`src/rtl/hrp_pkg.sv`:
```
// Shared types, character constants and result codes for the response head parser.
`default_nettype none

package hrp_pkg;

    typedef enum logic [15:0] {
        PH_LIT    = 16'h0001,
        PH_MAJOR  = 16'h0002,
        PH_DOT    = 16'h0004,
        PH_MINOR  = 16'h0008,
        PH_SP1    = 16'h0010,
        PH_CODE   = 16'h0020,
        PH_SP2    = 16'h0040,
        PH_REASON = 16'h0080,
        PH_LINE   = 16'h0100,
        PH_NAME   = 16'h0200,
        PH_OWS    = 16'h0400,
        PH_VALUE  = 16'h0800,
        PH_HDR_LF = 16'h1000,
        PH_END_LF = 16'h2000,
        PH_BODY   = 16'h4000,
        PH_ERROR  = 16'h8000
    } t_phase;

    localparam logic [2:0] ROLE_SYNTAX  = 3'd0;
    localparam logic [2:0] ROLE_REASON  = 3'd1;
    localparam logic [2:0] ROLE_NAME    = 3'd2;
    localparam logic [2:0] ROLE_VALUE   = 3'd3;
    localparam logic [2:0] ROLE_BODY    = 3'd4;
    localparam logic [2:0] ROLE_IGNORED = 3'd5;

    localparam logic [1:0] ERR_NONE      = 2'd0;
    localparam logic [1:0] ERR_BAD_BYTE  = 2'd1;
    localparam logic [1:0] ERR_TRUNCATED = 2'd2;

    localparam logic [7:0] CH_CR    = 8'h0D;
    localparam logic [7:0] CH_LF    = 8'h0A;
    localparam logic [7:0] CH_COLON = 8'h3A;
    localparam logic [7:0] CH_TAB   = 8'h09;
    localparam logic [7:0] CH_SPACE = 8'h20;
    localparam logic [7:0] CH_DOT   = 8'h2E;
    localparam logic [7:0] CH_ZERO  = 8'h30;
    localparam logic [7:0] CH_NINE  = 8'h39;

    localparam logic [2:0] LIT_LEN  = 3'd5;
    localparam logic [1:0] CODE_LEN = 2'd3;

    // Control part of the parse state; the length counters travel separately.
    typedef struct packed {
        t_phase     phase;
        logic [2:0] lit_idx;
        logic [9:0] code;
        logic [3:0] major;
        logic [3:0] minor;
        logic [1:0] error;
    } t_ctrl;

    localparam t_ctrl CTRL_RESET = '{
        phase:   PH_LIT,
        lit_idx: 3'd0,
        code:    10'd0,
        major:   4'd0,
        minor:   4'd0,
        error:   ERR_NONE
    };

    typedef struct packed {
        logic [2:0]  role;
        logic [1:0]  error;
        logic        status_done;
        logic [3:0]  major;
        logic [3:0]  minor;
        logic [9:0]  code;
        logic [15:0] reason_len;
        logic        header_done;
        logic [15:0] name_len;
        logic [15:0] value_len;
        logic        headers_end;
    } t_result;

    function automatic logic [7:0] proto_char(input logic [2:0] idx);
        logic [7:0] ch;
        case (idx)
            3'd0:    ch = 8'h48;
            3'd1:    ch = 8'h54;
            3'd2:    ch = 8'h54;
            3'd3:    ch = 8'h50;
            3'd4:    ch = 8'h2F;
            default: ch = 8'h00;
        endcase
        return ch;
    endfunction

endpackage

`default_nettype wire

```
`src/rtl/http_response_head_parser.sv`:
```
// Top level of the response head parser: input register, parse state and result register.
//
//   Channel  Handshake                 Payload
//   in       i_in_valid / o_in_ready   i_data_byte, i_first_byte, i_last_byte
//   out      o_out_valid / i_out_ready o_byte_role ... o_headers_end (one result per item)
//
// One item is taken every cycle unless the output stalls; each item is first held in the
// input register and its result then in the result register. The parse step sits between
// the two, and the parse state is updated when an item moves from one to the other.
// Reset puts the parser at the start of a status line and empties both registers.
// When the output is stalled the result holds, one more item waits in the input register,
// and the input then stalls until the result is taken.
`default_nettype none

module http_response_head_parser #(
    parameter int LENGTH_BITS = 16
) (
    input  wire logic        i_clk,
    input  wire logic        i_rst_n,
    input  wire logic        i_in_valid,
    output logic             o_in_ready,
    input  wire logic [7:0]  i_data_byte,
    input  wire logic        i_first_byte,
    input  wire logic        i_last_byte,
    output logic             o_out_valid,
    input  wire logic        i_out_ready,
    output logic [2:0]       o_byte_role,
    output logic [1:0]       o_error_code,
    output logic             o_status_done,
    output logic [3:0]       o_ver_major,
    output logic [3:0]       o_ver_minor,
    output logic [9:0]       o_resp_code,
    output logic [15:0]      o_reason_length,
    output logic             o_header_done,
    output logic [15:0]      o_name_length,
    output logic [15:0]      o_value_length,
    output logic             o_headers_end
);

    logic                    r_in_valid;
    logic [7:0]              r_in_byte;
    logic                    r_in_first;
    logic                    r_in_last;
    hrp_pkg::t_ctrl          r_ctrl;
    logic [LENGTH_BITS-1:0]  r_field_cnt;
    logic [LENGTH_BITS-1:0]  r_value_cnt;
    logic [LENGTH_BITS-1:0]  r_trim_end;
    logic                    r_out_valid;
    hrp_pkg::t_result        r_out;

    hrp_pkg::t_ctrl          n_ctrl;
    logic [LENGTH_BITS-1:0]  n_field_cnt;
    logic [LENGTH_BITS-1:0]  n_value_cnt;
    logic [LENGTH_BITS-1:0]  n_trim_end;
    hrp_pkg::t_result        n_out;

    logic                    advance;
    logic                    in_take;

    assign advance    = r_in_valid && (!r_out_valid || i_out_ready);
    assign o_in_ready = !r_in_valid || advance;
    assign in_take    = i_in_valid && o_in_ready;

    hrp_step #(
        .LENGTH_BITS(LENGTH_BITS)
    ) u_step (
        .i_byte      (r_in_byte),
        .i_first     (r_in_first),
        .i_last      (r_in_last),
        .i_ctrl      (r_ctrl),
        .i_field_cnt (r_field_cnt),
        .i_value_cnt (r_value_cnt),
        .i_trim_end  (r_trim_end),
        .o_ctrl      (n_ctrl),
        .o_field_cnt (n_field_cnt),
        .o_value_cnt (n_value_cnt),
        .o_trim_end  (n_trim_end),
        .o_result    (n_out)
    );

    always_ff @(posedge i_clk) begin
        if (!i_rst_n) begin
            r_in_valid  <= 1'b0;
            r_out_valid <= 1'b0;
            r_ctrl      <= hrp_pkg::CTRL_RESET;
            r_field_cnt <= '0;
            r_value_cnt <= '0;
            r_trim_end  <= '0;
        end else begin
            if (in_take) begin
                r_in_valid <= 1'b1;
            end else if (advance) begin
                r_in_valid <= 1'b0;
            end
            if (advance) begin
                r_out_valid <= 1'b1;
                r_ctrl      <= n_ctrl;
                r_field_cnt <= n_field_cnt;
                r_value_cnt <= n_value_cnt;
                r_trim_end  <= n_trim_end;
            end else if (i_out_ready) begin
                r_out_valid <= 1'b0;
            end
        end
    end

    always_ff @(posedge i_clk) begin
        if (in_take) begin
            r_in_byte  <= i_data_byte;
            r_in_first <= i_first_byte;
            r_in_last  <= i_last_byte;
        end
        if (advance) begin
            r_out <= n_out;
        end
    end

    assign o_out_valid     = r_out_valid;
    assign o_byte_role     = r_out.role;
    assign o_error_code    = r_out.error;
    assign o_status_done   = r_out.status_done;
    assign o_ver_major     = r_out.major;
    assign o_ver_minor     = r_out.minor;
    assign o_resp_code     = r_out.code;
    assign o_reason_length = r_out.reason_len;
    assign o_header_done   = r_out.header_done;
    assign o_name_length   = r_out.name_len;
    assign o_value_length  = r_out.value_len;
    assign o_headers_end   = r_out.headers_end;

endmodule

`default_nettype wire

```
`src/rtl/hrp_step.sv`:
```
// Next-state and result logic for one byte of the response head parser.
`default_nettype none

module hrp_step #(
    parameter int LENGTH_BITS = 16
) (
    input  wire logic [7:0]             i_byte,
    input  wire logic                   i_first,
    input  wire logic                   i_last,
    input  wire hrp_pkg::t_ctrl         i_ctrl,
    input  wire logic [LENGTH_BITS-1:0] i_field_cnt,
    input  wire logic [LENGTH_BITS-1:0] i_value_cnt,
    input  wire logic [LENGTH_BITS-1:0] i_trim_end,
    output hrp_pkg::t_ctrl              o_ctrl,
    output logic [LENGTH_BITS-1:0]      o_field_cnt,
    output logic [LENGTH_BITS-1:0]      o_value_cnt,
    output logic [LENGTH_BITS-1:0]      o_trim_end,
    output hrp_pkg::t_result            o_result
);

    localparam logic [LENGTH_BITS-1:0] CNT_MAX = '1;

    hrp_pkg::t_ctrl          cur;
    hrp_pkg::t_ctrl          nxt;
    logic [LENGTH_BITS-1:0]  fc;
    logic [LENGTH_BITS-1:0]  vc;
    logic [LENGTH_BITS-1:0]  te;
    logic [LENGTH_BITS-1:0]  n_fc;
    logic [LENGTH_BITS-1:0]  n_vc;
    logic [LENGTH_BITS-1:0]  n_te;
    logic [LENGTH_BITS-1:0]  fc_inc;
    logic [LENGTH_BITS-1:0]  vc_inc;
    logic [LENGTH_BITS-1:0]  fc_dec;
    logic                    is_digit;
    logic                    is_ows;
    logic                    bad;
    logic [13:0]             code_next;
    hrp_pkg::t_result        res;

    function automatic logic [15:0] clip16(input logic [31:0] v);
        return (v > 32'h0000_FFFF) ? 16'hFFFF : v[15:0];
    endfunction

    always_comb begin
        cur = i_first ? hrp_pkg::CTRL_RESET : i_ctrl;
        fc  = i_first ? '0 : i_field_cnt;
        vc  = i_first ? '0 : i_value_cnt;
        te  = i_first ? '0 : i_trim_end;

        fc_inc = (fc == CNT_MAX) ? fc : fc + LENGTH_BITS'(1);
        vc_inc = (vc == CNT_MAX) ? vc : vc + LENGTH_BITS'(1);
        fc_dec = fc - LENGTH_BITS'(1);

        is_digit = i_byte inside {[hrp_pkg::CH_ZERO:hrp_pkg::CH_NINE]};
        is_ows   = (i_byte == hrp_pkg::CH_SPACE) || (i_byte == hrp_pkg::CH_TAB);
        code_next = ({4'b0, cur.code} << 3) + ({4'b0, cur.code} << 1) + {10'b0, i_byte[3:0]};

        nxt  = cur;
        n_fc = fc;
        n_vc = vc;
        n_te = te;
        bad  = 1'b0;
        res  = '0;
        res.role = hrp_pkg::ROLE_SYNTAX;

        case (cur.phase)
            hrp_pkg::PH_LIT: begin
                if (cur.lit_idx < hrp_pkg::LIT_LEN &&
                    i_byte == hrp_pkg::proto_char(cur.lit_idx)) begin
                    if (cur.lit_idx == hrp_pkg::LIT_LEN - 3'd1) begin
                        nxt.phase   = hrp_pkg::PH_MAJOR;
                        nxt.lit_idx = 3'd0;
                    end else begin
                        nxt.lit_idx = cur.lit_idx + 3'd1;
                    end
                end else begin
                    bad = 1'b1;
                end
            end
            hrp_pkg::PH_MAJOR: begin
                if (is_digit) begin
                    nxt.major = i_byte[3:0];
                    nxt.phase = hrp_pkg::PH_DOT;
                end else begin
                    bad = 1'b1;
                end
            end
            hrp_pkg::PH_DOT: begin
                if (i_byte == hrp_pkg::CH_DOT) begin
                    nxt.phase = hrp_pkg::PH_MINOR;
                end else begin
                    bad = 1'b1;
                end
            end
            hrp_pkg::PH_MINOR: begin
                if (is_digit) begin
                    nxt.minor = i_byte[3:0];
                    nxt.phase = hrp_pkg::PH_SP1;
                end else begin
                    bad = 1'b1;
                end
            end
            hrp_pkg::PH_SP1: begin
                if (i_byte == hrp_pkg::CH_SPACE) begin
                    nxt.phase   = hrp_pkg::PH_CODE;
                    nxt.lit_idx = 3'd0;
                    nxt.code    = 10'd0;
                end else begin
                    bad = 1'b1;
                end
            end
            hrp_pkg::PH_CODE: begin
                if (is_digit) begin
                    nxt.code = code_next[9:0];
                    if (cur.lit_idx >= {1'b0, hrp_pkg::CODE_LEN} - 3'd1) begin
                        nxt.phase   = hrp_pkg::PH_SP2;
                        nxt.lit_idx = 3'd0;
                    end else begin
                        nxt.lit_idx = cur.lit_idx + 3'd1;
                    end
                end else begin
                    bad = 1'b1;
                end
            end
            hrp_pkg::PH_SP2: begin
                if (i_byte == hrp_pkg::CH_SPACE) begin
                    nxt.phase = hrp_pkg::PH_REASON;
                    n_fc      = '0;
                end else begin
                    bad = 1'b1;
                end
            end
            hrp_pkg::PH_REASON: begin
                if (i_byte == hrp_pkg::CH_LF) begin
                    res.status_done = 1'b1;
                    res.reason_len  = (fc == '0) ? 16'd0 : clip16(32'(fc_dec));
                    nxt.phase       = hrp_pkg::PH_LINE;
                end else begin
                    res.role = hrp_pkg::ROLE_REASON;
                    n_fc     = fc_inc;
                end
            end
            hrp_pkg::PH_LINE: begin
                n_fc = '0;
                n_vc = '0;
                n_te = '0;
                if (i_byte == hrp_pkg::CH_CR) begin
                    nxt.phase = hrp_pkg::PH_END_LF;
                end else if (i_byte == hrp_pkg::CH_COLON) begin
                    nxt.phase = hrp_pkg::PH_OWS;
                end else begin
                    res.role  = hrp_pkg::ROLE_NAME;
                    n_fc      = LENGTH_BITS'(1);
                    nxt.phase = hrp_pkg::PH_NAME;
                end
            end
            hrp_pkg::PH_NAME: begin
                if (i_byte == hrp_pkg::CH_COLON) begin
                    nxt.phase = hrp_pkg::PH_OWS;
                end else begin
                    res.role = hrp_pkg::ROLE_NAME;
                    n_fc     = fc_inc;
                end
            end
            hrp_pkg::PH_OWS, hrp_pkg::PH_VALUE: begin
                if (i_byte == hrp_pkg::CH_CR) begin
                    nxt.phase = hrp_pkg::PH_HDR_LF;
                end else if (is_ows) begin
                    if (cur.phase == hrp_pkg::PH_VALUE) begin
                        res.role = hrp_pkg::ROLE_VALUE;
                        n_vc     = vc_inc;
                    end
                end else if (i_byte < hrp_pkg::CH_SPACE) begin
                    bad = 1'b1;
                end else begin
                    res.role  = hrp_pkg::ROLE_VALUE;
                    n_vc      = vc_inc;
                    n_te      = vc_inc;
                    nxt.phase = hrp_pkg::PH_VALUE;
                end
            end
            hrp_pkg::PH_HDR_LF: begin
                if (i_byte == hrp_pkg::CH_LF) begin
                    res.header_done = 1'b1;
                    res.name_len    = clip16(32'(fc));
                    res.value_len   = clip16(32'(te));
                    nxt.phase       = hrp_pkg::PH_LINE;
                end else begin
                    bad = 1'b1;
                end
            end
            hrp_pkg::PH_END_LF: begin
                if (i_byte == hrp_pkg::CH_LF) begin
                    res.headers_end = 1'b1;
                    nxt.phase       = hrp_pkg::PH_BODY;
                end else begin
                    bad = 1'b1;
                end
            end
            hrp_pkg::PH_BODY: begin
                res.role = hrp_pkg::ROLE_BODY;
            end
            hrp_pkg::PH_ERROR: begin
                res.role = hrp_pkg::ROLE_IGNORED;
            end
            default: begin
                res.role = hrp_pkg::ROLE_IGNORED;
            end
        endcase

        if (bad) begin
            nxt.error = hrp_pkg::ERR_BAD_BYTE;
            nxt.phase = hrp_pkg::PH_ERROR;
            res.role  = hrp_pkg::ROLE_IGNORED;
        end
        if (i_last && nxt.phase != hrp_pkg::PH_BODY && nxt.phase != hrp_pkg::PH_ERROR) begin
            nxt.error = hrp_pkg::ERR_TRUNCATED;
            nxt.phase = hrp_pkg::PH_ERROR;
        end

        res.error = nxt.error;
        res.major = nxt.major;
        res.minor = nxt.minor;
        res.code  = nxt.code;
    end

    assign o_ctrl      = nxt;
    assign o_field_cnt = n_fc;
    assign o_value_cnt = n_vc;
    assign o_trim_end  = n_te;
    assign o_result    = res;

endmodule

`default_nettype wire

```
`config.mk`:
```
export PLATFORM = sky130hd
export DESIGN_NAME = http_response_head_parser
export DESIGN_NICKNAME = d
export VERILOG_FILES = /design/src/rtl/hrp_pkg.sv /design/src/rtl/http_response_head_parser.sv /design/src/rtl/hrp_step.sv
export SDC_FILE = /design/constraint.sdc
export NUM_CORES = 1
export LEC_CHECK = 0
export ABC_AREA = 1
export BUFFER_PORTS_ARGS = -buffer_cell sky130_fd_sc_hd__buf_2
export CAP_MARGIN = 25
export CORE_AREA = 2 2 152 154
export CTS_CLUSTER_DIAMETER = 30
export CTS_CLUSTER_SIZE = 12
export DETAILED_ROUTE_END_ITERATION = 10
export DIE_AREA = 0 0 154 156
export GPL_ROUTABILITY_DRIVEN = 0
export GPL_TIMING_DRIVEN = 1
export PLACE_DENSITY = 0.66
export SLEW_MARGIN = 10
export SYNTH_ARGS = -nofsm -noshare
export SYNTH_HDL_FRONTEND = slang
export SYNTH_SLANG_ARGS = --single-unit
```
`constraint.sdc`:
```
create_clock -name i_clk -period 5.1 [get_ports i_clk]
set_input_delay 1.02 -clock i_clk [delete_from_list [all_inputs] [get_ports i_clk]]
set_output_delay 1.02 -clock i_clk [all_outputs]
set_load 0.005 [all_outputs]
```
* Word level (Yosys, flattened, before mapping)
Cells that the tools add are included.
** Cells by class
- Reductions and logical operators :: 24
- $add $sub $neg :: 6
- Equal/unequal tests :: 30
- Multiplexer cells :: 76
- Magnitude comparators :: 5
- Bitwise gates (word level) :: 2
** Operators by type and width (number)
- two-way mux 16 bit :: 31
- case mux 16 bit (12 select lines) :: 1
- case mux 16 bit (2 select lines) :: 2
- case mux 16 bit (4 select lines) :: 1
- two-way mux 29 bit :: 2
- two-way mux 39 bit :: 1
- two-way mux 33 bit :: 1
- adder 16 x 1 -> 16 bit, second input constant :: 2
- equality test 16 bit, second input constant :: 2
- case mux 7 bit (4 select lines) :: 1
- equality test 8 x 4 -> 1 bit, second input constant :: 3
- equality test 8 x 6 -> 1 bit, second input constant :: 3
- case mux 10 bit (2 select lines) :: 1
- two-way mux 19 bit :: 1
- case mux 3 bit (6 select lines) :: 1
- equality test 16 x 1 -> 1 bit, second input constant :: 1
- equality test 16 x 10 -> 1 bit, second input constant :: 1
- equality test 16 x 11 -> 1 bit, second input constant :: 1
- equality test 16 x 12 -> 1 bit, second input constant :: 1
- equality test 16 x 13 -> 1 bit, second input constant :: 1
- equality test 16 x 14 -> 1 bit, second input constant :: 1
- equality test 16 x 15 -> 1 bit, second input constant :: 1
- equality test 16 x 2 -> 1 bit, second input constant :: 1
- equality test 16 x 3 -> 1 bit, second input constant :: 1
- other kinds (40) :: 81
** Word-level totals
- Output and inout bits :: 76
- Word-level logic and storage cells :: 168
- Input bits :: 14
- Flip-flop bits (word level) :: 173

* Depth between registers and ports, before layout
Gate-level depths: netlist (run 1).
- Depth after elaboration :: 14
- Gate-level depth with buffers :: 27
- Gate-level depth less buffers :: 23

* Hierarchy
From an unflattened synthesis (run 1), not the netlist that was laid out.
** Second synthesis, totals
- Cell total of the unflattened synthesis :: 1675
- Area, all modules :: 11507.3 um^2
** By module, submodules not included
- http_response_head_parser :: instances 1, area each 6498.7 um^2, sequential area each 4304.1 um^2, cells each 665
- hrp_step :: instances 1, area each 5008.6 um^2, sequential area each 0.0 um^2, cells each 1010

* Worst setup path before layout (run 1)
Ideal clock, no wire load.
- Path type :: input to register
- Start point :: input i_out_ready
- End point :: register r_out (netlist bit o_byte_role[0]) (enable)
- Stages on the path :: 6
- Path slack :: 744 ps
- Required time :: 4633 ps
- Setup time :: 467 ps
- Path buffers :: 2
- Arrival time :: 3889 ps
- Cells stage by stage :: inv_1 > nand2_1 > nand2_1 > inv_1 > clkbuf_1 > clkbuf_1
** On the way
- Word-level cells in the longest chain between the ends :: 2
** RTL lines
- start, declared :: line http_response_head_parser.sv:26 : input wire logic i_out_ready,
- logical OR 1 bit :: line http_response_head_parser.sv:60 : assign advance = r_in_valid && (!r_out_valid || i_out_ready);
- logical AND 1 bit :: line http_response_head_parser.sv:60
- via advance :: line http_response_head_parser.sv:57 : logic advance;
- end signal, assigned :: line http_response_head_parser.sv:114 : r_out <= n_out;
- end, declared :: line http_response_head_parser.sv:49 : hrp_pkg::t_result r_out;
The timed path passes the listed nets, and every way through them passes these cells.
A chain may end at the register's enable or synchronous reset.

==> summary.txt, run 1 <==
Finish
  – Share of layout cells above drive strength 1: 13.0%
  – Final Non-Filler Cells: 1815
  – Synth-to-layout area growth: 11.0%
  – Register area: 0.00430 mm^2
  – Final nets: 1552
  – Commonest non-fill, non-tap cell in the layout: nand2_1
  – Diodes inserted: 0
  – Fin area: 0.0117 mm^2
  – Fillers: 2136
  – Multi-input gate area: 0.00526 mm^2
  – Commonest non-fill, non-tap cells in the layout: nand2_1, nor2_1, inv_1

Pwr
  – Clock power share: 39.5%
  – Leakage: 5.13 nW
  – Sw frac: 28.9%
  – VDD IR-drop max: 204 uV
  – Cell internal pwr: 0.00237 W
  – P_sw: 0.000966 W
  – Logic gate share of total power: 13.8%
  – Pwr per Cell Area: 284 mW/mm^2
  – Seq pwr share: 46.7%

Setup path
  – Worst setup EP type: flip-flop
  – Reg-to-reg startpoint: r_in_first
  – WS Path Type: reg2reg
  – Crit-path max FO: 69
  – R2R setup slack: 1.21 ns
  – Cells on worst reg2reg path: 18
  – Reg-to-Reg End: o_error_code[1]
  – CP Data Arrival Time: 4.08 ns
  – Startpoint Class: flip-flop
  – Worst Setup SP: r_in_first
  – Req. time, crit path: 5.29 ns

Routing
  – DRT antenna net count: 0
  – Final WL: 27900 um
  – Post-route DRC: 0
  – Post-DR vias/cell: 5.46
  – First-pass DRT Iterations: 6
  – Vias: 9918
  – Routed len/inst: 15.4 um
  – Initial DRC count: 825

STA
  – Final Critical Period: 3.89 ns
  – Least-Margin Pin Slew: 0.945 ns
  – Final hold violation count: 0
  – Clk_skew: 0.0129 ns
  – Final setup TNS: 0 ns
  – Final setup fails: 0
  – Final worst-path cycle share: 76.3%
  – Fmax: 0.257 GHz
  – Max Slew Vio Count: 0
  – RSZ-0062 raised after global routing: no
  – Max-slew headroom: 37.0%
  – Final WS setup: 1.21 ns

Synth
  – Mean Syn Cell Area: 7.24 um^2
  – Post-synth EDFFs: 84
  – Synth Instances: 1461
  – Largest area contributor in the netlist: edfxtp_1
  – Post-synth cell types: 50
  – Syn Nets: 1496
  – Largest cells by area after synthesis: edfxtp_1, dfxtp_1, nand2_1
  – Async SR Flop Fraction: 0%
  – Synth top area share: 23.8%
  – Post-Syn Area: 0.0106 mm^2
  – Ys flop type: dfxtp_1
  – Number of synthesized register bits: 173
  – Yosys warnings: 0
  – Sequential area share after synthesis: 40.7%

Die
  – Die Area: 0.0240 mm^2
  – Initial Util: 47.3%
  – Site Rows: 55
  – Core area: 0.0224 mm^2
  – Die Span Y: 156 um
  – Io pins: 90
  – Die Width: 154 um

CTS
  – CTS Root Cell: clkbuf_16
  – Clk pin slew, worst setup/hold paths: 0.07 ns
  – CTS tree: done
  – CTS HTree Levels: 4
  – Total CTS buffers: 17
  – Clock buffer depth: 2
  – CTS Hold Bufs: 0
  – Setup Buffers After CTS: 0
  – Later-pin clock latency in the skew report: 0.44 ns
  – Post-CTS Resized: 0
  – Num Clock Sinks: 173

GRT
  – Total congestion overflow: 0
  – Global-route wire length before repair: 45100 um
  – Initial antenna violation count: 0
  – Global-route usage over all layers: 23.2%
  – Vias in the first global route: 8802
  – Largest net degree at the start of global routing: 91

Worst hold path
  – Hold Path End: r_field_cnt[15]
  – Hold WC Path Type: reg2reg
  – Hold Startpoint: r_field_cnt[15]
  – WHS Path Cells: 2

Run
  – MaxCap Viol Count: 0

Place
  – HPWL after DPL: 19700 um
  – Placed cells: 1783
  – Post-DP Area: 0.0112 mm^2
  – Placement Setup Slack: 1.28 ns
  – IO Port Bufs: 89

Run status
  – Status: finished, final reports clean
[per-stage QoR]
step	hold WS (ns)	utilization (%)	total power, W
floorplan	0.436	-	0.00194
global placement	0.451	49.9	0.00204
detailed placement	0.455	49.9	0.00205
CTS	0.466	52.5	0.00336
global route	0.490	52.5	0.00349
finish	0.465	52.5	0.00334
[logic make-up (layout without fill, tap and decap cells)]
family,count (synthesis),after routing,share of synthesized area [%]
xor+xnor,15,15,1.24
flops,173,173,40.7
simple gates,682,682,28.7
buf+inv,251,320,9.64
compound gates,319,319,17.2
fa+ha+maj,21,21,2.63
[critical path: stages, from the launching register on]
cell and delay [ns]:
edfxtp_1 0.45, inv_6 0.46, nand2_1 0.25, nor2_2 0.21, nand2_2 0.13, nor2_4 0.22
nand3_4 0.22, nor2_2 0.52, nand2_1 0.13, nand3_2 0.12, nor2_4 0.09, nand3_1 0.12
nand2_1 0.06, nor2_1 0.13, nand2_1 0.08, nor2_2 0.09, nand2_2 0.06, nand2_4 0.20
nand2_1 0.07
[worst max path at each step]
stage                 endpoint  slack, ns  depth (start not counted)
5_1_grt              r_ctrl[0]       0.86                         19
6_report       o_error_code[1]       1.21                         18
2_1_floorplan   o_byte_role[0]       0.74                          6
3_5_place_dp   o_error_code[1]       1.28                         18
4_1_cts        o_error_code[1]       1.26                         18
3_3_place_gp   o_error_code[1]       1.39                         18
[power groups by stage]
stage               combinational [W]  sequential, W  clock (W)
finish                       0.000461        0.00156    0.00132
global route                 0.000522        0.00157    0.00140
CTS                          0.000459        0.00156    0.00134
detailed placement           0.000456        0.00159          0
global placement             0.000453        0.00159          0
floorplan                    0.000353        0.00159          0
[layout make-up]
type	count	share of cell area (%)
Multi-Input combinational cell	1037	44.8
Sequential cell	173	36.6
Inverter	192	6.20
Timing Repair Buffer	96	4.35
Clock buffer	19	3.77
Tap cell	285	3.04
Clock inverter	13	1.25
[cell usage after synthesis (all sizes together) (13+ instances only)]
master	n
nor3	17
clkbuf	46
nor2	235
a31oi	26
buf	13
a21oi	101
nand4	17
inv	192
o21ai	140
edfxtp	84
dfxtp	89
nand3	93
nand2	308
ha	19
o211ai	18
[metal layers]
metal  GRT usage (%)  wire length [um]  vias to the layer above
met2            36.1             12300                      360
met5               0                 0                        -
met3            4.00              1700                       58
li1                -                 -                     4966
met4            7.34               690                        0
met1            32.9             13200                     4534
[sequential cells by signal, indices dropped and copies added (netlist names), 8 cells and up]
| signal | cells |
|---|---|
| o_value_length | 16 |
| r_value_cnt | 16 |
| o_name_length | 16 |
| o_resp_code | 10 |
| r_ctrl | 39 |
| o_reason_length | 16 |
| r_in_byte | 8 |
| r_trim_end | 16 |
| r_field_cnt | 16 |
(Power assumes the default switching activity.)
==> inputs of run 2 (changes only) <==
--- a/config.mk
+++ b/config.mk
@@ -15,7 +15,7 @@
 export DIE_AREA = 0 0 154 156
 export GPL_ROUTABILITY_DRIVEN = 0
 export GPL_TIMING_DRIVEN = 1
-export PLACE_DENSITY = 0.66
+export PLACE_DENSITY = 0.68
 export SLEW_MARGIN = 10
 export SYNTH_ARGS = -nofsm -noshare
 export SYNTH_HDL_FRONTEND = slang
==> constraint.sdc (replaced) <==
create_clock -name i_clk -period 3.3 [get_ports i_clk]
set_input_delay 0.66 -clock i_clk [delete_from_list [all_inputs] [get_ports i_clk]]
set_output_delay 0.66 -clock i_clk [all_outputs]
set_load 0.005 [all_outputs]
==> run 2 against run 1 <==
Effect of this change:
- non-clock buffer count increased by 36
- flip-flop and latch count did not move
- critical path depth grew 1
- clock skew shrank 0.0045 ns
- register-to-register slack lost 1.1 ns
- via count grew 1.9%
- maximum frequency grew 23%
- cell area grew 3.2%
- sequential share of layout area fell by 1.1 points
==> summary.txt, run 2 (synthesis gave the netlist of run 1 again) <==
CTS
  – Later-pin clock latency in the skew report: 0.43 ns (about the same)
  – Num Clock Sinks: 173 (unchanged)
  – CTS Root Cell: clkbuf_16
  – Clk pin slew, worst setup/hold paths: 0.07 ns (about the same)
  – Total CTS buffers: 17 (unchanged)
  – CTS HTree Levels: 4 (unchanged)
  – CTS Hold Bufs: 0 (unchanged)
  – CTS tree: done
  – Clock buffer depth: 2 (unchanged)

Die
  – Core area: 0.0224 mm^2 (unchanged)
  – Io pins: 90 (unchanged)
  – Die Area: 0.0240 mm^2 (unchanged)
  – Die Width: 154 um (unchanged)
  – Die Span Y: 156 um (unchanged)
  – Initial Util: 47.3% (unchanged)
  – Site Rows: 55 (unchanged)

Finish
  – Diodes inserted: 0 (unchanged)
  – Commonest non-fill, non-tap cell in the layout: nand2_1
  – Final nets: 1588 (+2.3%)
  – Share of layout cells above drive strength 1: 15.8% (+2.8 points)
  – Max reg flops: 39 (unchanged)
  – Fin area: 0.0121 mm^2 (+3.2%)
  – Biggest register: r_ctrl
  – Commonest non-fill, non-tap cells in the layout: nand2_1, nor2_1, inv_1
  – Synth-to-layout area growth: 14.5%
  – Final Non-Filler Cells: 1851 (+2.0%)

Run
  – MaxCap Viol Count: 0 (unchanged)

Pwr
  – Clock power share: 38.4% (-1.1 points)
  – Pwr per Cell Area: 426 mW/mm^2 (+50%)
  – Sw frac: 29.9% (+0.98 points)
  – Logic gate share of total power: 14.9% (+1.1 points)
  – Leakage: 5.32 nW (+3.7%)
  – Seq pwr share: 46.7% (about the same)
  – Cell internal pwr: 0.00362 W (+52%)
  – P_sw: 0.00154 W (+60%)
  – VDD IR-drop max: 302 uV (+48%)

Routing
  – WL met3: 1980 um (+16%)
  – DR WL met2: 12500 um (+1.2%)
  – Max Used Layer: met4
  – WL met1: 13400 um (+1.9%)
  – Post-route DRC: 0 (unchanged)
  – Initial DRC count: 920 (+12%)
  – Post-DR vias/cell: 5.46 (about the same)
  – Final WL: 28500 um (+2.2%)
  – Vias: 10100 (+1.9%)
  – First-pass DRT Iterations: 7 (+1)
  – DRT antenna net count: 0 (unchanged)
  – Routed len/inst: 15.4 um (+0.25%)

Place
  – HPWL after DPL: 20600 um (+4.2%)
  – Post-DP Area: 0.0115 mm^2 (+2.7%)
  – Placed cells: 1818 (+2.0%)
  – IO Port Bufs: 89 (unchanged)

Setup path
  – Crit-path most repeated cell: nand2_1
  – Reg-to-reg startpoint: r_in_first
  – R2R setup slack: 0.15 ns (-1.06 ns)
  – CP Data Arrival Time: 3.34 ns (-0.74 ns)
  – WS Path Type: reg2reg
  – Req. time, crit path: 3.48 ns (-1.81 ns)
  – Slowest stage delay, CP: 0.46 ns (-0.06 ns)
  – Critical-path cell list: bufinv_16 -> o21ai_1 -> nand2_1 -> nor2_4 -> buf_4 -> nand2_2 -> nand2_2 -> nor2_8 -> nand3_4 -> inv_2 -> nand2_1 -> nand2_1 -> nand2_1 -> nor2_1 -> nand2_1 -> nor2_2 -> nand2_2 -> nand2_8 -> nand2_1
  – Worst setup EP type: flip-flop
  – Slowest stage cell, crit path: edfxtp_1
  – Reg-to-Reg End: o_error_code[1]
  – Cells on worst reg2reg path: 19 (+1)
  – Startpoint Class: flip-flop
  – Crit-path max FO: 31 (-55%)

GRT
  – Global-route usage over all layers: 24.2% (+1.0 points)
  – Vias in the first global route: 9424 (+7.1%)
  – Initial antenna violation count: 0 (unchanged)
  – Global-route wire length before repair: 47200 um (+4.7%)
  – Largest net degree at the start of global routing: 91 (unchanged)
  – Total congestion overflow: 0 (unchanged)

STA
  – Max Slew Vio Count: 0 (unchanged)
  – Final setup fails: 0 (unchanged)
  – Final Critical Period: 3.15 ns (-0.740 ns)
  – Max-slew headroom: 39.9% (+2.9 points)
  – Clk_skew: 0.00834 ns (-0.00453 ns)
  – Least-Margin Pin Slew: 0.901 ns (-0.0438 ns)
  – Fmax: 0.317 GHz (+23%)
  – Final hold violation count: 0 (unchanged)
  – RSZ-0062 raised after global routing: yes
  – Final worst-path cycle share: 95.5% (+19 points)
  – Final setup TNS: 0 ns (unchanged)

Worst hold path
  – WHS Path Cells: 1 (-1)
  – Hold Startpoint: i_data_byte[3]
  – Hold Path End: r_in_byte[3]
  – Hold WC Path Type: in2reg

Run status
  – Status: finished, final reports clean
-- run 2: per-layer routing --
metal | up-vias | GRT usage [%]
met4 | 0 | 7.57
met5 | - | 0
met2 | 365 | 37.6
met1 | 4636 | 34.3
met3 | 44 | 4.67
li1 | 5065 | -
-- run 2: stage by stage --
stage               util (%)  hold WS, ns  power (W)  worst slack, ns
floorplan                  -        0.436    0.00300           0.0176
global placement        51.3        0.449    0.00319            0.233
detailed placement      51.3        0.454    0.00320            0.143
CTS                     53.8        0.386    0.00517            0.116
global route            54.2        0.380    0.00539          -0.0755
finish                  54.2        0.399    0.00516            0.148
-- run 2: power groups by stage --
stage / logic [W] / registers [W] / clock network (W)
floorplan: 0.000549 / 0.00246 / 0
global placement: 0.000730 / 0.00246 / 0
detailed placement: 0.000742 / 0.00246 / 0
CTS: 0.000747 / 0.00241 / 0.00201
global route: 0.000864 / 0.00242 / 0.00211
finish: 0.000770 / 0.00241 / 0.00198
-- run 2: what timing repair did --
item / 4_1_cts / 5_1_grt
hold endpoints to repair: 0 / 0
buffers inserted: 0 / 1
endpoints found under the setup margin: 0 / 43
gates resized for setup: 0 / 19
-- run 2: critical path, delay by kind of cell, from the launching register on --
kind            cells  cell delay (ns)
buf+inv             3             0.62
flops               1             0.46
compound gates      1             0.13
simple gates       15             1.66
-- run 2: area by class of cell --
class	instances	area (um^2)
Clock buffer	18	429
Clock inverter	14	141
Fill cell	2099	10200
Inverter	192	749
Multi-Input combinational cell	1037	5320
Sequential cell	173	4300
Tap cell	285	357
Timing Repair Buffer	132	822
-- run 2: worst max path at each step --
| stage | to | startpoint | cells after the start | slack [ns] |
|---|---|---|---|---|
| 2_1_floorplan | r_ctrl[19] | r_in_first | 22 | 0.02 |
| 3_3_place_gp | r_trim_end[11] | r_in_first | 18 | 0.23 |
| 3_5_place_dp | o_error_code[1] | r_in_first | 19 | 0.14 |
| 4_1_cts | o_error_code[1] | r_in_first | 19 | 0.12 |
| 5_1_grt | o_error_code[1] | r_in_first | 18 | -0.08 |
| 6_report | o_error_code[1] | r_in_first | 19 | 0.15 |
==> inputs of run 3 (changes only) <==
--- a/config.mk
+++ b/config.mk
@@ -8,14 +8,15 @@
 export ABC_AREA = 1
 export BUFFER_PORTS_ARGS = -buffer_cell sky130_fd_sc_hd__buf_2
 export CAP_MARGIN = 25
-export CORE_AREA = 2 2 152 154
+export CORE_AREA = 5 5 155 157
 export CTS_CLUSTER_DIAMETER = 30
 export CTS_CLUSTER_SIZE = 12
 export DETAILED_ROUTE_END_ITERATION = 10
-export DIE_AREA = 0 0 154 156
+export DIE_AREA = 0 0 160 162
 export GPL_ROUTABILITY_DRIVEN = 0
 export GPL_TIMING_DRIVEN = 1
 export PLACE_DENSITY = 0.68
+export RECOVER_POWER = 100
 export SLEW_MARGIN = 10
 export SYNTH_ARGS = -nofsm -noshare
 export SYNTH_HDL_FRONTEND = slang
==> run 3 against run 2 <==
Effect of this change:
- sequential share of layout area rose by 0.23 points
- cell area fell by 0.65%
- highest routed layer unchanged
- maximum frequency rose by 3.1%
- sequential power barely moved
- the flow now finishes with violations (capacitance limit, slew limit)
- flip-flop and latch count did not move
- critical path type unchanged
==> summary.txt, run 3 (synthesis gave the netlist of run 1 again) <==
Finish
  – Synth-to-layout area growth: 13.8%
  – Commonest non-fill, non-tap cells in the layout: nand2_1, nor2_1, inv_1
  – Max reg flops: 39 (unchanged)
  – Commonest non-fill, non-tap cell in the layout: nand2_1
  – Diodes inserted: 0 (unchanged)
  – Share of layout cells above drive strength 1: 12.8% (-3.0 points)
  – Final nets: 1593 (+0.31%)
  – Biggest register: r_ctrl

Setup path
  – Startpoint Class: flip-flop
  – Req. time, crit path: 3.64 ns (+0.16 ns)
  – Worst setup EP type: flip-flop
  – Slowest stage delay, CP: 0.47 ns (about the same)
  – WS Path Type: reg2reg
  – Crit-path leading delay family: compound AO/OA/AOI/OAI gates
  – CP Data Arrival Time: 3.40 ns (+0.06 ns)
  – Critical-path cell list: buf_12 -> nor2_2 -> fa_1 -> ha_1 -> a21oi_1 -> o21bai_1 -> nand2_1 -> nand2_1 -> nand2_1 -> nand2_1 -> nand2_1 -> nand2_1 -> a21oi_1 -> xnor2_1 -> o21ai_0 -> o21ai_1 -> o21ai_0 -> inv_1
  – Crit-path most repeated cell: nand2_1
  – Slowest stage cell, crit path: edfxtp_1
  – CP Buf/Inv Count: 2 (-1)
  – Crit-path max FO: 26 (-16%)

CTS
  – Clk pin slew, worst setup/hold paths: 0.08 ns (about the same)
  – Total CTS buffers: 17 (unchanged)
  – Clock buffer depth: 2 (unchanged)
  – CTS tree: done
  – CTS HTree Levels: 4 (unchanged)
  – CTS Root Cell: clkbuf_16
  – CTS Hold Bufs: 0 (unchanged)
  – Later-pin clock latency in the skew report: 0.44 ns (about the same)
  – Num Clock Sinks: 173 (unchanged)

Pwr
  – Leakage: 5.20 nW (-2.1%)
  – Pwr per Cell Area: 433 mW/mm^2 (+1.6%)
  – VDD IR-drop max: 324 uV (+7.0%)
  – Total chip power: 0.00521 W (+0.98%)

Routing
  – Initial DRC count: 1160 (+26%)
  – Vias: 10200 (+0.92%)
  – Routed len/inst: 15.6 um (+1.3%)
  – Final WL: 29000 um (+1.6%)
  – First-pass DRT Iterations: 7 (unchanged)
  – DRT antenna net count: 0 (unchanged)
  – Post-DR vias/cell: 5.50 (+0.65%)
  – Post-route DRC: 0 (unchanged)

Die
  – Io pins: 90 (unchanged)
  – Site Rows: 55 (unchanged)
  – Die Area: 0.0259 mm^2 (+7.9%)
  – Initial Util: 47.3% (unchanged)
  – Die Width: 160 um (+3.9%)
  – Core area: 0.0224 mm^2 (unchanged)
  – Die Span Y: 162 um (+3.8%)

GRT
  – Global-route wire length before repair: 47400 um (+0.42%)
  – Met1 global-route usage: 31.5% (-2.7 points)
  – Largest net degree at the start of global routing: 91 (unchanged)
  – Most Used Layer, Global Route: met2
  – GR Util met3: 4.24% (-0.43 points)
  – Global-route usage over all layers: 22.0% (-2.2 points)
  – Total congestion overflow: 0 (unchanged)
  – Vias in the first global route: 9265 (-1.7%)
  – Initial antenna violation count: 0 (unchanged)
  – Met2 Track Usage GR: 34.7% (-2.9 points)

STA
  – Max-slew headroom: -9.23% (-49 points)
  – Hold WS: 0.388 ns (-0.0109 ns)
  – Final Critical Period: 3.06 ns (-0.0943 ns)
  – Clk_skew: 0.0109 ns (+0.00258 ns)
  – Final worst-path cycle share: 92.7% (-2.9 points)
  – RSZ-0062 raised after global routing: yes
  – Least-Margin Pin Slew: 1.64 ns (+0.735 ns)
  – Fmax: 0.327 GHz (+3.1%)
  – Final setup fails: 0 (unchanged)
  – Max Slew Vio Count: 67 (+67)
  – Final hold violation count: 0 (unchanged)

Place
  – HPWL after DPL: 20500 um (-0.37%)
  – IO Port Bufs: 89 (unchanged)

Run
  – MaxCap Viol Count: 2 (+2)

Worst hold path
  – Hold WC Path Type: in2reg

Run status
  – Status: finished, violations left
  – Violated checks: capacitance limit, slew limit
## run 3: timing repair
item | CTS | global route
hold endpoints to repair | 0 | 0
setup endpoints to repair | 0 | 43
gates resized for setup | 0 | 16
setup buffers | 0 | 5
## run 3: area by class of cell
cell class | instances | area, um^2
inverter | 192 | 728
multi-input combinational | 1037 | 5310
timing repair inverter | 2 | 11.3
clock buffer | 17 | 425
tap | 285 | 357
clock inverter | 15 | 173
fill | 2154 | 10300
timing repair buffer | 135 | 736
sequential | 173 | 4300
## run 3: final timing paths
path	start	end	slack, ns	cells past startpoint
max reg2reg	r_in_first	r_ctrl[19]	0.24	18
min	i_data_byte[7]	r_in_byte[7]	0.39	1
min reg2reg	r_field_cnt[13]	r_field_cnt[13]	0.47	2
max	r_in_first	r_ctrl[19]	0.24	18
## run 3: power by group
group	internal, W	total [W]	switching (W)	leakage [nW]
Combinational	0.000240	0.000751	0.000511	3.37
Sequential	0.00236	0.00242	0.0000571	1.54
Clock	0.00102	0.00204	0.00102	0.292
## run 3: metrics by stage
step / cell area [um^2] / worst slack (ns) / cells / TNS (ns) / util (%)
floorplan: 10600 / 0.0176 / 1461 / 0 / -
global route: 12000 / -0.0639 / 1856 / -0.423 / 53.8
detailed placement: 11400 / 0.176 / 1817 / 0 / 51.1
CTS: 12000 / 0.162 / 1849 / 0 / 53.8
finish: 12000 / 0.242 / 1856 / 0 / 53.8
global placement: 11400 / 0.247 / 1817 / 0 / 51.1
## run 3: routing by layer
| metal | routed length [um] | share of wire, % |
|---|---|---|
| met1 | 13500 | 47 |
| met2 | 12900 | 45 |
| met3 | 2180 | 7.5 |
| met4 | 344 | 1.2 |
| met5 | 0 | 0 |
